### src/hdl/bre_pkg.sv
// shared types, constants and the fixed-point lerp for the bezier curve evaluator
package bre_pkg;

    localparam int COORD_W      = 16;
    localparam int T_W          = 16;
    localparam int MAX_POINTS   = 16;
    localparam int IDX_W        = 4;
    localparam int CNT_W        = 5;
    localparam int TOL_W        = 8;
    localparam int BISECT_STEPS = 16;
    localparam int STEP_W       = 5;

    // action codes
    localparam logic ACT_WRITE = 1'b0;
    localparam logic ACT_EVAL  = 1'b1;

    // configuration register indexes
    localparam logic CFG_POINT_COUNT = 1'b0;
    localparam logic CFG_MATCH_TOL   = 1'b1;

    typedef logic [COORD_W-1:0] t_coord;
    typedef logic [T_W-1:0]     t_frac;

    // one table entry as stored in the point memory
    typedef struct packed {
        t_coord anchor_x;
        t_coord anchor_y;
        t_coord entry_ctrl_x;
        t_coord entry_ctrl_y;
        t_coord exit_ctrl_x;
        t_coord exit_ctrl_y;
    } t_point;

    // control into the cubic unit
    typedef struct packed {
        logic start;
    } t_cub_ctl;

    // status out of the cubic unit
    typedef struct packed {
        logic busy;
        logic done;
    } t_cub_stat;

    // rounded linear interpolation a + (b - a) * t
    function automatic t_coord lerp(t_coord a, t_coord b, t_frac t);
        logic                     up;
        t_coord                   d;
        logic [COORD_W+T_W-1:0]   p;
        logic [COORD_W+T_W:0]     r;
        t_coord                   s;
        up = (b >= a);
        d  = up ? (b - a) : (a - b);
        p  = {{T_W{1'b0}}, d} * {{COORD_W{1'b0}}, t};
        r  = {1'b0, p} + {{(COORD_W + 1){1'b0}}, 1'b1, {(T_W - 1){1'b0}}};
        s  = r[T_W +: COORD_W];
        return up ? (a + s) : (a - s);
    endfunction

endpackage

### src/hdl/bre_cubic.sv
// three-level de casteljau unit for one coordinate, one level per cycle
module bre_cubic (
    input  logic              i_clk,
    input  logic              i_rst_n,
    input  bre_pkg::t_cub_ctl i_ctl,
    input  bre_pkg::t_coord   i_p0,
    input  bre_pkg::t_coord   i_p1,
    input  bre_pkg::t_coord   i_p2,
    input  bre_pkg::t_coord   i_p3,
    input  bre_pkg::t_frac    i_t,
    output bre_pkg::t_coord   o_val,
    output bre_pkg::t_cub_stat o_stat
);

    localparam logic [1:0] LVL_FIRST  = 2'd0;
    localparam logic [1:0] LVL_SECOND = 2'd1;
    localparam logic [1:0] LVL_THIRD  = 2'd2;

    logic            r_busy;
    logic            r_done;
    logic [1:0]      r_lvl;
    bre_pkg::t_coord r_a;
    bre_pkg::t_coord r_b;
    bre_pkg::t_coord r_c;
    logic            w_first;
    bre_pkg::t_coord w_la;
    bre_pkg::t_coord w_lb;
    bre_pkg::t_coord w_lc;

    // lane inputs come from the control polygon on the first level
    assign w_first = (r_lvl == LVL_FIRST);
    assign w_la = bre_pkg::lerp(w_first ? i_p0 : r_a, w_first ? i_p1 : r_b, i_t);
    assign w_lb = bre_pkg::lerp(w_first ? i_p1 : r_b, w_first ? i_p2 : r_c, i_t);
    assign w_lc = bre_pkg::lerp(i_p2, i_p3, i_t);

    // level sequencing
    always_ff @(posedge i_clk) begin
        if (!i_rst_n) begin
            r_busy <= 1'b0;
            r_done <= 1'b0;
            r_lvl  <= LVL_FIRST;
        end else begin
            r_done <= 1'b0;
            if (i_ctl.start && !r_busy) begin
                r_busy <= 1'b1;
                r_lvl  <= LVL_FIRST;
            end else if (r_busy) begin
                if (r_lvl == LVL_THIRD) begin
                    r_busy <= 1'b0;
                    r_done <= 1'b1;
                    r_lvl  <= LVL_FIRST;
                end else begin
                    r_lvl <= r_lvl + 2'd1;
                end
            end
        end
    end

    // intermediate points
    always_ff @(posedge i_clk) begin
        if (r_busy) begin
            r_a <= w_la;
            if (r_lvl != LVL_THIRD) begin
                r_b <= w_lb;
            end
            if (r_lvl == LVL_FIRST) begin
                r_c <= w_lc;
            end
        end
    end

    assign o_val       = r_a;
    assign o_stat.busy = r_busy;
    assign o_stat.done = r_done;

endmodule

### config.mk
export PLATFORM = sky130hd
export DESIGN_NAME = bre_cubic
export DESIGN_NICKNAME = d
export VERILOG_FILES = /design/src/hdl/bre_pkg.sv /design/src/hdl/bre_cubic.sv
export SDC_FILE = /design/constraint.sdc
export NUM_CORES = 2
export LEC_CHECK = 0
export ABC_AREA = 1
export BUFFER_PORTS_ARGS = -buffer_cell sky130_fd_sc_hd__buf_2
export CAP_MARGIN = 10
export CORE_ASPECT_RATIO = 0.8
export CORE_UTILIZATION = 32
export CTS_BUF_LIST = sky130_fd_sc_hd__clkbuf_8
export CTS_CLUSTER_DIAMETER = 30
export DETAILED_ROUTE_END_ITERATION = 8
export SYNTH_ARGS = -nofsm -noshare
export SYNTH_HDL_FRONTEND = slang
export SYNTH_SLANG_ARGS = --single-unit
### constraint.sdc
create_clock -name i_clk -period 11.6 [get_ports i_clk]
set_input_delay 2.32 -clock i_clk [delete_from_list [all_inputs] [get_ports i_clk]]
set_output_delay 2.32 -clock i_clk [all_outputs]
set_load 0.03 [all_outputs]
==> impl_metrics.json <==
{
  "yosys_warnings": 0,
  "fillers": 11300,
  "required_ns": 11.71,
  "ys_ff_latch": 52,
  "worst_path_most_repeated_cell": "buf_4",
  "muxShareOfSynthArea_pct": 0.0275,
  "io_buffers": 100,
  "finalMaxSlewViolations": 0,
  "max_freq_ghz": 0.0862,
  "arrival_ns": 11.71,
  "worst-path-max-fanout": 5,
  "dpl.cell_count": 7443,
  "min_period_ns": 11.60,
  "crit-reg2reg-launch": "r_lvl[0]",
  "synth_xor_area_share_pct": 3.93,
  "die_width_um": 379,
  "timing.rr.end": "o_val[15]",
  "end_kind": "flip-flop",
  "insertion_delay_ns": 0.36,
  "start_util_pct": 32.3,
  "syn_nets": 6118,
  "fin_skew_ns": 0.0110,
  "wl_per_cell_um": 18.2,
  "critical_path.endpoint": "r_c[9]",
  "avgSynthCellArea_um2": 7.31,
  "dpl-instance-area_um2": 46000,
  "drc_errors": 0,
  "synthTopCellsByArea": "fa_1 (32%), ha_1 (16%), inv_1 (12%)",
  "fin_cells": 7594,
  "rsz0062_at_grt": "yes",
  "slowest_stage": "fa_2",
  "hpwl_mm": 117,
  "stdcell_area_um2": 50500,
  "setup_viol": 0,
  "path_class": "in -> reg",
  "worst_path_largest_cell_delay_ns": 0.58,
  "tightest_slew_ns": 1.19,
  "nets": 7222,
  "slew_headroom_pct": 20.9,
  "antenna_found_initial": 2,
  "clock-root-buffer": "clkbuf_8",
  "rows": 110,
  "ys.flop_type": "edfxtp_1",
  "netlist_area_um2": 36400,
  "reg2reg_depth": 62,
  "tns_ns": 0,
  "avgViaCountPerCell": 4.79,
  "regArea_um2": 1520,
  "holdCritPathClass": "reg -> reg",
  "ios": 101,
  "grt_pass1_vias": 36500,
  "start_kind": "primary input",
  "overflow": 0,
  "core_area_um2": 113000,
  "die_area_um2": 115000,
  "cts_max_path_buffers": 2,
  "drv_cap": 0,
  "synth_compound_gate_area_share_pct": 8.45,
  "synth_cell_types": 67,
  "drive_gt1_share_pct": 32.3,
  "synth_edf_count": 48,
  "grt_max_degree": 43,
  "synth_top_area_cell": "fa_1",
  "synth_fa_ha_area_share_pct": 48.6,
  "synth_top_area_share_pct": 32.4,
  "yosys.area_share.simple_pct": 21.3,
  "h-tree-depth": 2,
  "wirelength_mm": 138,
  "die_h_um": 304,
  "area_delta_synth_final_pct": 38.9,
  "ant_nets": 0,
  "ys_seq_area_share_pct": 4.18,
  "period_share_pct": 100,
  "synth_top_family_by_area": "adder cells",
  "vias": 36400,
  "synthCells": 4976,
  "grt_pass1_wl_mm": 211,
  "drt-initial-drc-count": 2701,
  "multi_input_area_um2": 33000,
  "grtUsageTotal_pct": 23.9,
  "first_pass_iters": 6,
  "gp_congestion": 0.975,
  "cts_tree": "built",
  "cts.sinks": 52,
  "hold_viol_final": 0,
  "async_reset_ff_share_pct": 0,
  "outcome": "finished, final reports clean",
  "clk_pin_slew_worst_paths_ns": 0.12,
  "numCtsBuffers": 5,
  "regToRegSetupSlack_ns": 1.21,
  "startpoint": "i_p2[15]"
}
==> through the flow <==
| stage | hold slack [ns] | util [%] | setup slack, ns |
|---|---|---|---|
| after global placement | 0.495 | 40.9 | -1.26 |
| final | 0.517 | 44.9 | 0.00408 |
| after floorplan | 0.498 | - | 0.0155 |
| after detailed placement | 0.503 | 40.9 | -1.23 |
| after CTS | 0.521 | 42.3 | -0.0411 |
| after global routing | 0.552 | 44.9 | -0.399 |
==> layout make-up <==
class,instances,share of cell area [%]
Antenna cell,1,0.00495
Clock buffer,5,0.136
Clock inverter,3,0.0520
Inverter,1178,8.95
Multi-Input combinational cell,3623,65.3
Sequential cell,52,3.01
Tap cell,1512,3.75
Timing Repair Buffer,1220,18.8
==> metal layers <==
| metal | vias to the layer above | routed length, um | GRT usage, % |
|---|---|---|---|
| met4 | 0 | 3040 | 4.57 |
| met1 | 17700 | 64700 | 35.5 |
| met5 | - | 0 | 0 |
| met3 | 129 | 12800 | 5.14 |
| li1 | 17300 | - | - |
| met2 | 1336 | 58000 | 35.5 |
==> how the worst min path moves through the flow <==
stage	startpoint	slack [ns]	end	cells after the start
2_1_floorplan	r_lvl[0]	0.50	r_done	1
3_3_place_gp	r_lvl[1]	0.50	r_done	2
3_5_place_dp	r_lvl[1]	0.50	r_done	2
4_1_cts	r_lvl[1]	0.52	r_done	2
5_1_grt	r_lvl[1]	0.55	r_done	2
6_report	r_lvl[1]	0.52	r_done	2
==> Yosys cell counts, types with 5 or more instances <==
library cell     n
a21o_1          16
nand2_4          5
clkbuf_1       101
buf_2            5
o21bai_1        13
o21a_1          24
edfxtp_1        48
o21ai_0        150
nand2_1       1005
o211ai_1         6
or2_2           24
nor4_1           6
nor2_2          10
o221ai_1         6
buf_1            9
a31oi_1         25
fa_1           588
a21oi_1        224
a2111oi_0        5
inv_1         1141
a211oi_1         5
o21ai_1         14
inv_2            8
nand3b_1        21
nor3_1          37
xnor2_1         30
nor2_1         564
xor2_1         122
clkinv_1        28
nand3_1        117
a21boi_0         5
nand4_1         18
nor2_4           5
ha_1           471
o2111ai_1        5
o21ai_2         13
nand2_2         40
nand3_2         10
==> logic make-up after synthesis <==
group	Yosys count
compound gates	532
flops	52
buf+inv	1301
xor+xnor	158
mux	1
fa+ha+maj	1059
simple gates	1873
==> layout by cell type (no fill, tap or decap), types with 12 or more instances in the layout <==
master	count
a21oi_1	141
nand2_1	885
buf_2	90
fa_1	553
nor3_1	25
buf_4	1056
a21oi_2	70
ha_4	61
nor2_4	29
xnor2_1	27
or2_2	15
buf_12	25
nand3b_1	21
nand2_2	127
o21ai_2	48
inv_2	90
nand2_4	36
a21oi_4	17
ha_1	408
o21a_1	21
inv_1	1047
o21ai_1	38
fa_2	35
nand3_2	22
buf_6	42
xor2_2	17
edfxtp_1	48
nand3_1	101
nor2_2	45
a21o_1	16
xor2_1	103
nand4_1	18
nor2_1	505
clkinv_1	12
o21ai_0	83
==> worst max-delay path: cells and delay by family <==
family / cells / cell delay (ns)
xor+xnor: 4 / 0.58
fa+ha+maj: 9 / 3.94
simple gates: 10 / 1.29
compound gates: 6 / 0.63
buf+inv: 25 / 2.91
==> flip-flops by register name (all words and copies together) (netlist names) <==
| register | flops |
|---|---|
| r_c | 16 |
| r_lvl | 2 |
| o_val | 16 |
| r_busy | 1 |
| r_done | 1 |
| r_b | 16 |
==> timing repair <==
item | in CTS | in global routing
cloned | 0 | 1
gates resized for setup | 269 | 585
pin swaps | 100 | 347
buffers inserted | 60 | 85
endpoints found under the hold margin | 0 | 0
setup endpoints to repair | 22 | 28
hold buffers | 0 | 0
Power is not shown: default switching activity piles up to over one toggle a cycle in this logic, so the estimate is an artifact.
