==> src/hdl/bre_ram.sv <==
// generic single write port ram with registered read
module bre_ram #(
    parameter int WIDTH = 8,
    parameter int DEPTH = 16
) (
    input  logic                     i_clk,
    input  logic                     i_we,
    input  logic [$clog2(DEPTH)-1:0] i_waddr,
    input  logic [WIDTH-1:0]         i_wdata,
    input  logic [$clog2(DEPTH)-1:0] i_raddr,
    output logic [WIDTH-1:0]         o_rdata
);

    logic [WIDTH-1:0] r_mem [DEPTH];
    logic [WIDTH-1:0] r_rdata;

    // write and registered read
    always_ff @(posedge i_clk) begin
        if (i_we) begin
            r_mem[i_waddr] <= i_wdata;
        end
        r_rdata <= r_mem[i_raddr];
    end

    assign o_rdata = r_rdata;

endmodule

==> config.mk <==
export PLATFORM = sky130hd
export DESIGN_NAME = bre_ram
export DESIGN_NICKNAME = d
export VERILOG_FILES = /design/src/hdl/bre_ram.sv
export SDC_FILE = /design/constraint.sdc
export NUM_CORES = 1
export LEC_CHECK = 0
export BUFFER_PORTS_ARGS = -buffer_cell sky130_fd_sc_hd__buf_2
export CAP_MARGIN = 40
export CORE_MARGIN = 5
export CORE_UTILIZATION = 54
export DETAILED_ROUTE_END_ITERATION = 6
export GPL_ROUTABILITY_DRIVEN = 0
export HOLD_SLACK_MARGIN = 0.06
export PLACE_DENSITY_LB_ADDON = 0.25
export SYNTH_ARGS = -nofsm -noshare
export SYNTH_HDL_FRONTEND = slang
export SYNTH_SLANG_ARGS = --single-unit
==> constraint.sdc <==
create_clock -name i_clk -period 1.65 [get_ports i_clk]
set_input_delay 0.165 -clock i_clk [delete_from_list [all_inputs] [get_ports i_clk]]
set_output_delay 0.165 -clock i_clk [all_outputs]
set_load 0.01 [all_outputs]
==> flow_metrics.tcl, run 1 <==
set metrics [dict create \
    postLayoutCoreUtil_pct 67.5 \
    fin_area_um2 6270 \
    firstDrtPassIters 4 \
    r2r_cells 3 \
    relSlewSlack_pct 69.5 \
    dp.cells 397 \
    netlist.area_leader.share_pct 74.7 \
    critPathCaptureType "flop" \
    postSynthAreaPerCell_um2 22.5 \
    clk_latency_ns 0.50 \
    fin_crit_sh_pct 84.4 \
    drv_slew 0 \
    cp.arrival_ns 1.77 \
    dieArea_um2 11600 \
    grt_usage_pct 18.4 \
    rsz0062_at_grt "no" \
    hpwl_um 6100 \
    multi_input_area_um2 1060 \
    die_w_um 108 \
    cts.sinks 136 \
    fp.dieH_um 108 \
    wl_um 9690 \
    cts.htree.levels 4 \
    ys_ff_latch 136 \
    ant_nets 0 \
    worst_ir_drop_vdd_v 0.000825 \
    grt_max_degree 33 \
    antenna_found_initial 0 \
    rr_startpoint "r_mem[8][1]" \
    viasPerCell 5.64 \
    synth_top_area_cell "edfxtp_1" \
    clockRootBuffer "clkbuf_8" \
    p_leak_nw 2.18 \
    crit_chain "mux4_1 > a22oi_1 > nand2_1" \
    nFillCells 601 \
    crit_cells 3 \
    dr.first_iter.drc_count 158 \
    area_growth_pct 21.8 \
    synth_area_leaders "edfxtp_1, mux4_2, mux4_1, dfxtp_1, a22oi_1" \
    crit_fanout 1 \
    drc_errors 0 \
    drive_above_1_share_pct 32.1 \
    setup_ws_ns 0.257 \
    max_stage_delay_ns 0.50 \
    yosysSeqAreaShare_pct 77.8 \
    place_area_um2 5560 \
    cts_buffer_depth 2 \
    hp-class "input port to flop" \
    hold_viol 0 \
    pin_count 26 \
    crit_path_start "r_mem[8][1]" \
    status "finished, final reports clean" \
    finalNetCount 313 \
    rrSetupSlack_ns 0.26 \
    endpoint "o_rdata[1]" \
    grt_pass1_vias 2641 \
    timing.fmax_mhz 718 \
    cts.clk_slew.worst_paths_ns 0.06 \
    finalNonFillerCells 437 \
    vias 2466 \
    slowest_stage "mux4_1" \
    drv_cap 0 \
    tritoncts "built" \
    fin_hold_ws_ns 0.221 \
    rows 35 \
    reg2reg_to "o_rdata[1]" \
    finalClockSkew_ns 0.00509 \
    core_area_um2 9280 \
    cp-start-kind "flop" \
    cts_resized 0 \
    grt_pass1_wl_um 15100 \
    pre_cts_ws_ns -0.00205 \
    tightest_slew_ns 0.458 \
    p_per_area_nw_per_um2 1310 \
    path_buf_inv 0 \
    seqCellArea_um2 4000 \
    diodes 0 \
    required_ns 2.03 \
    synth_cell_types 19 \
    start_util_pct 55.4 \
    setup_viol 0 \
    postSynthCellCount 229 \
    finalCriticalPeriod_ns 1.39 \
    yosys_warnings 0 \
    post-cts-setup-buffers 0 \
    synth_fp_nets 247 \
    cp_top_family "multiplexers" \
    cts_inserted_buffers 17 \
    syn_area_um2 5150 \
    drt-wirelength-per-cell_um 22.2 \
    cts_hold_buffers 8 \
    io_buffer_count 25 \
    grt.overflow.total 0 \
    path_class "flop to flop" \
]
report_power, final:
group | switching (W) | internal, W
registers | 0.0000255 | 0.00386
clock network | 0.00132 | 0.00264
logic | 0.000209 | 0.000174
total | 0.00155 | 0.00668
worst min-delay path by stage:
stage / slack, ns / cells after the start / start / to
CTS: 0.19 / 3 / i_waddr[0] / r_mem[4][7]
global route: 0.22 / 3 / i_waddr[0] / r_mem[0][3]
finish: 0.22 / 3 / i_waddr[0] / r_mem[0][1]
floorplan: 0.26 / 0 / i_wdata[0] / r_mem[0][0]
detailed placement: 0.56 / 1 / i_wdata[2] / r_mem[4][2]
global placement: 0.55 / 1 / i_wdata[2] / r_mem[1][2]
per-layer routing:
metal  vias to the layer above  share of wire [%]  GRT usage (%)
met5                         -                  0              0
met4                         0               0.50           4.87
met3                         5                4.2           5.28
met2                        66                 51           29.7
met1                      1285                 45           24.9
li1                       1110                  -              -
cells in the mapped netlist, drive strengths merged:
master and instances:
edfxtp 128, mux4 32, a22oi 16, nor2 13, nand2 9, dfxtp 8, buf 7, nor3 4
clkdlybuf4s25 3, nand2b 2, nand3b 2, and2 1, and2b 1, nand3 1, nor2b 1, or3b 1
stage by stage:
step                      TNS [ns]  power (W)
final                            0    0.00823
after CTS                        0    0.00830
after global placement    -0.00691    0.00432
after global routing             0    0.00849
after detailed placement  -0.00205    0.00433
after floorplan                  0    0.00416
worst register-to-register path, stage by stage, from the launching register on:
cell	delay, ns
edfxtp_1	0.36
mux4_1	0.50
a22oi_1	0.33
nand2_1	0.08
cell families (layout without fill, tap and decap cells):
family | after synthesis | count (layout) | synth area share, %
flops | 136 | 136 | 77.8
simple gates | 35 | 35 | 3.18
mux | 32 | 32 | 15.0
compound gates | 16 | 16 | 2.33
buf+inv | 10 | 89 | 1.68
state kept, by name, indices dropped and copies added, names as in the netlist:
signal,count
r_mem,128
o_rdata,8
layout by cell type (no fill, tap or decap):
cell           synthesis  final
a22oi_1               16     16
and2_1                 1      1
and2b_1                1      1
buf_12                 0      2
buf_2                  3     25
buf_4                  1     22
bufinv_16              0      5
clkbuf_1               0      1
clkbuf_16              0     16
clkbuf_8               0      2
clkinv_1               0      1
clkinv_2               0      4
clkinv_4               0      2
dfxtp_1                8      8
dlygate4sd3_1          0      8
edfxtp_1             128    128
inv_6                  0      1
mux4_1                14     14
mux4_2                18     18
nand2_1                9      9
nand2b_1               2      2
nand3_1                1      1
nand3b_1               2      2
nor2_1                13     13
nor2b_1                1      1
nor3_1                 4      3
nor3_2                 0      1
or3b_2                 1      1
final cells by class:
cell class / instances / area share (%)
tap: 129 / 2.57
timing repair buffer: 57 / 6.55
multi-input combinational: 83 / 16.9
sequential: 136 / 63.9
clock inverter: 13 / 3.19
clock buffer: 19 / 6.88
Note: power is estimated with default switching activity, not from simulation.
==> run 2: changes to the inputs <==
Clock period 1.65 ns to 1.2 ns, I/O delays scaled along.
==> run 2 against run 1 <==
The run now ends with setup timing left. Maximum frequency grew 7.3%. Flip-flop and latch count is the same. Critical path depth is the same. Via count grew 1.6%. Largest cell class unchanged. Power grew 33%. Die area is the same. Count of clock-buffer cells in the layout shrank 2. Clock power grew 26%. First-iteration DRC count grew 55%.
==> flow_metrics.tcl, run 2 (synthesis gave the netlist of run 1 again) <==
set metrics [dict create \
    worst_ir_drop_vdd_v 0.000964 \
    grt.overflow.total 0 \
    die_w_um 108 \
    pin_count 26 \
    finalClockSkew_ns 0.00929 \
    cp-start-kind "flop" \
    drc_errors 0 \
    drive_above_1_share_pct 42.8 \
    grt_usage_pct 19.3 \
    max_stage_delay_ns 0.47 \
    rr_startpoint "r_mem[0][1]" \
    clockRootBuffer "clkbuf_8" \
    postLayoutCoreUtil_pct 68.6 \
    setup_viol 8 \
    critPathCaptureType "flop" \
    fin_hold_ws_ns 0.169 \
    finalNetCount 323 \
    rsz0062_at_grt "yes" \
    fin_tns_setup_ns -0.427 \
    path_buf_inv 0 \
    drt-wirelength-per-cell_um 22.3 \
    cts_inserted_buffers 17 \
    vias 2506 \
    rrSetupSlack_ns -0.1 \
    cts.htree.levels 4 \
    crit_fanout 1 \
    largest_reg_flops 128 \
    r2r_cells 3 \
    cts.sinks 136 \
    grt_max_degree 17 \
    slowest_stage "mux4_2" \
    hp-class "input port to flop" \
    relSlewSlack_pct 47.1 \
    cp.arrival_ns 1.68 \
    violations "setup timing" \
    cts.clk_slew.worst_paths_ns 0.06 \
    firstDrtPassIters 4 \
    endpoint "o_rdata[1]" \
    drv_cap 0 \
    viasPerCell 5.61 \
    regMostFlops "r_mem" \
    post-cts-setup-buffers 0 \
    grt_pass1_wl_um 15700 \
    wl_um 9970 \
    core_area_um2 9280 \
    setup_ws_ns -0.0980 \
    path_class "flop to flop" \
    finalNonFillerCells 447 \
    tritoncts "built" \
    final_cell_mix "edfxtp_1, mux4_2, buf_4" \
    timing.fmax_mhz 770 \
    grt_pass1_vias 2698 \
    crit_chain "mux4_2 > a22oi_1 > nand2_1" \
    cts_buffer_depth 2 \
    reg2reg_to "o_rdata[1]" \
    p_per_area_nw_per_um2 1720 \
    start_util_pct 55.4 \
    p_leak_nw 2.15 \
    clk_latency_ns 0.51 \
    status "finished, violations left" \
    diodes 0 \
    dr.first_iter.drc_count 245 \
    required_ns 1.58 \
    antenna_found_initial 0 \
    cp_top_family "multiplexers" \
    crit_cells 3 \
    pre_cts_ws_ns -0.326 \
    hpwl_um 6370 \
    fp.dieH_um 108 \
    io_buffer_count 25 \
    tightest_slew_ns 0.791 \
    area_growth_pct 23.7 \
    layout_commonest_cell "edfxtp_1" \
    dieArea_um2 11600 \
    dp.cells 407 \
    drv_slew 0 \
    rows 35 \
    finalCriticalPeriod_ns 1.30 \
    hold_viol 0 \
    fin_crit_sh_pct 108 \
    ant_nets 0 \
    crit_path_start "r_mem[0][1]" \
]
## run 2: changes by cell type in the layout (fill, tap and decap cells not counted), sizes merged
cell / previous run / this run
clkinvlp: 0 / 4
clkinv: 7 / 3
clkbuf: 19 / 17
bufinv: 5 / 2
buf: 49 / 59
inv: 1 / 6
## run 2: worst min-delay path by stage
| stage | startpoint | end | slack (ns) | depth (start not counted) |
|---|---|---|---|---|
| floorplan | i_wdata[0] | r_mem[0][0] | 0.22 | 0 |
| global placement | i_wdata[3] | r_mem[14][3] | 0.51 | 1 |
| detailed placement | i_wdata[7] | r_mem[15][7] | 0.52 | 1 |
| CTS | i_waddr[0] | r_mem[12][5] | 0.15 | 3 |
| global route | i_waddr[1] | r_mem[8][1] | 0.16 | 3 |
| finish | i_waddr[1] | r_mem[12][5] | 0.17 | 3 |
## run 2: worst register-to-register path, stage by stage, from the launching register on
cell and delay [ns]:
edfxtp_1 0.38, mux4_2 0.47, a22oi_1 0.20, nand2_1 0.12
## run 2: what timing repair did
| item | CTS | global route |
|---|---|---|
| resized for setup | 12 | 3 |
| hold buffers | 8 | 0 |
| endpoints found under the setup margin | 8 | 9 |
| hold endpoints to repair | 128 | 0 |
| pin swaps | 6 | 3 |
## run 2: through the flow
step                power [W]  instance area, um2
finish                 0.0109                6370
global route           0.0113                6370
CTS                    0.0110                6360
detailed placement    0.00601                5720
global placement      0.00599                5720
floorplan             0.00573                5190
## run 2: where the power goes
part / switching, W / internal [W]
registers: 0.0000378 / 0.00531
logic: 0.000308 / 0.000288
clock network: 0.00199 / 0.00299
total: 0.00234 / 0.00859
## run 2: metal layers
metal / track usage [%] / up-vias / share of wire, % / wire, um
li1: - / 1117 / - / -
met1: 25.2 / 1289 / 40 / 4030
met2: 31.9 / 90 / 53 / 5240
met3: 5.40 / 10 / 5.8 / 581
met4: 5.68 / 0 / 1.2 / 116
met5: 0 / - / 0 / 0
## run 2: final cells by class
| type | instances | area (um2) |
|---|---|---|
| flip-flops and latches | 136 | 4010 |
| well taps | 129 | 161 |
| clock inverters | 15 | 165 |
| multi-input cells | 83 | 1060 |
| fillers | 600 | 2920 |
| repair buffers | 67 | 561 |
| clock buffers | 17 | 414 |
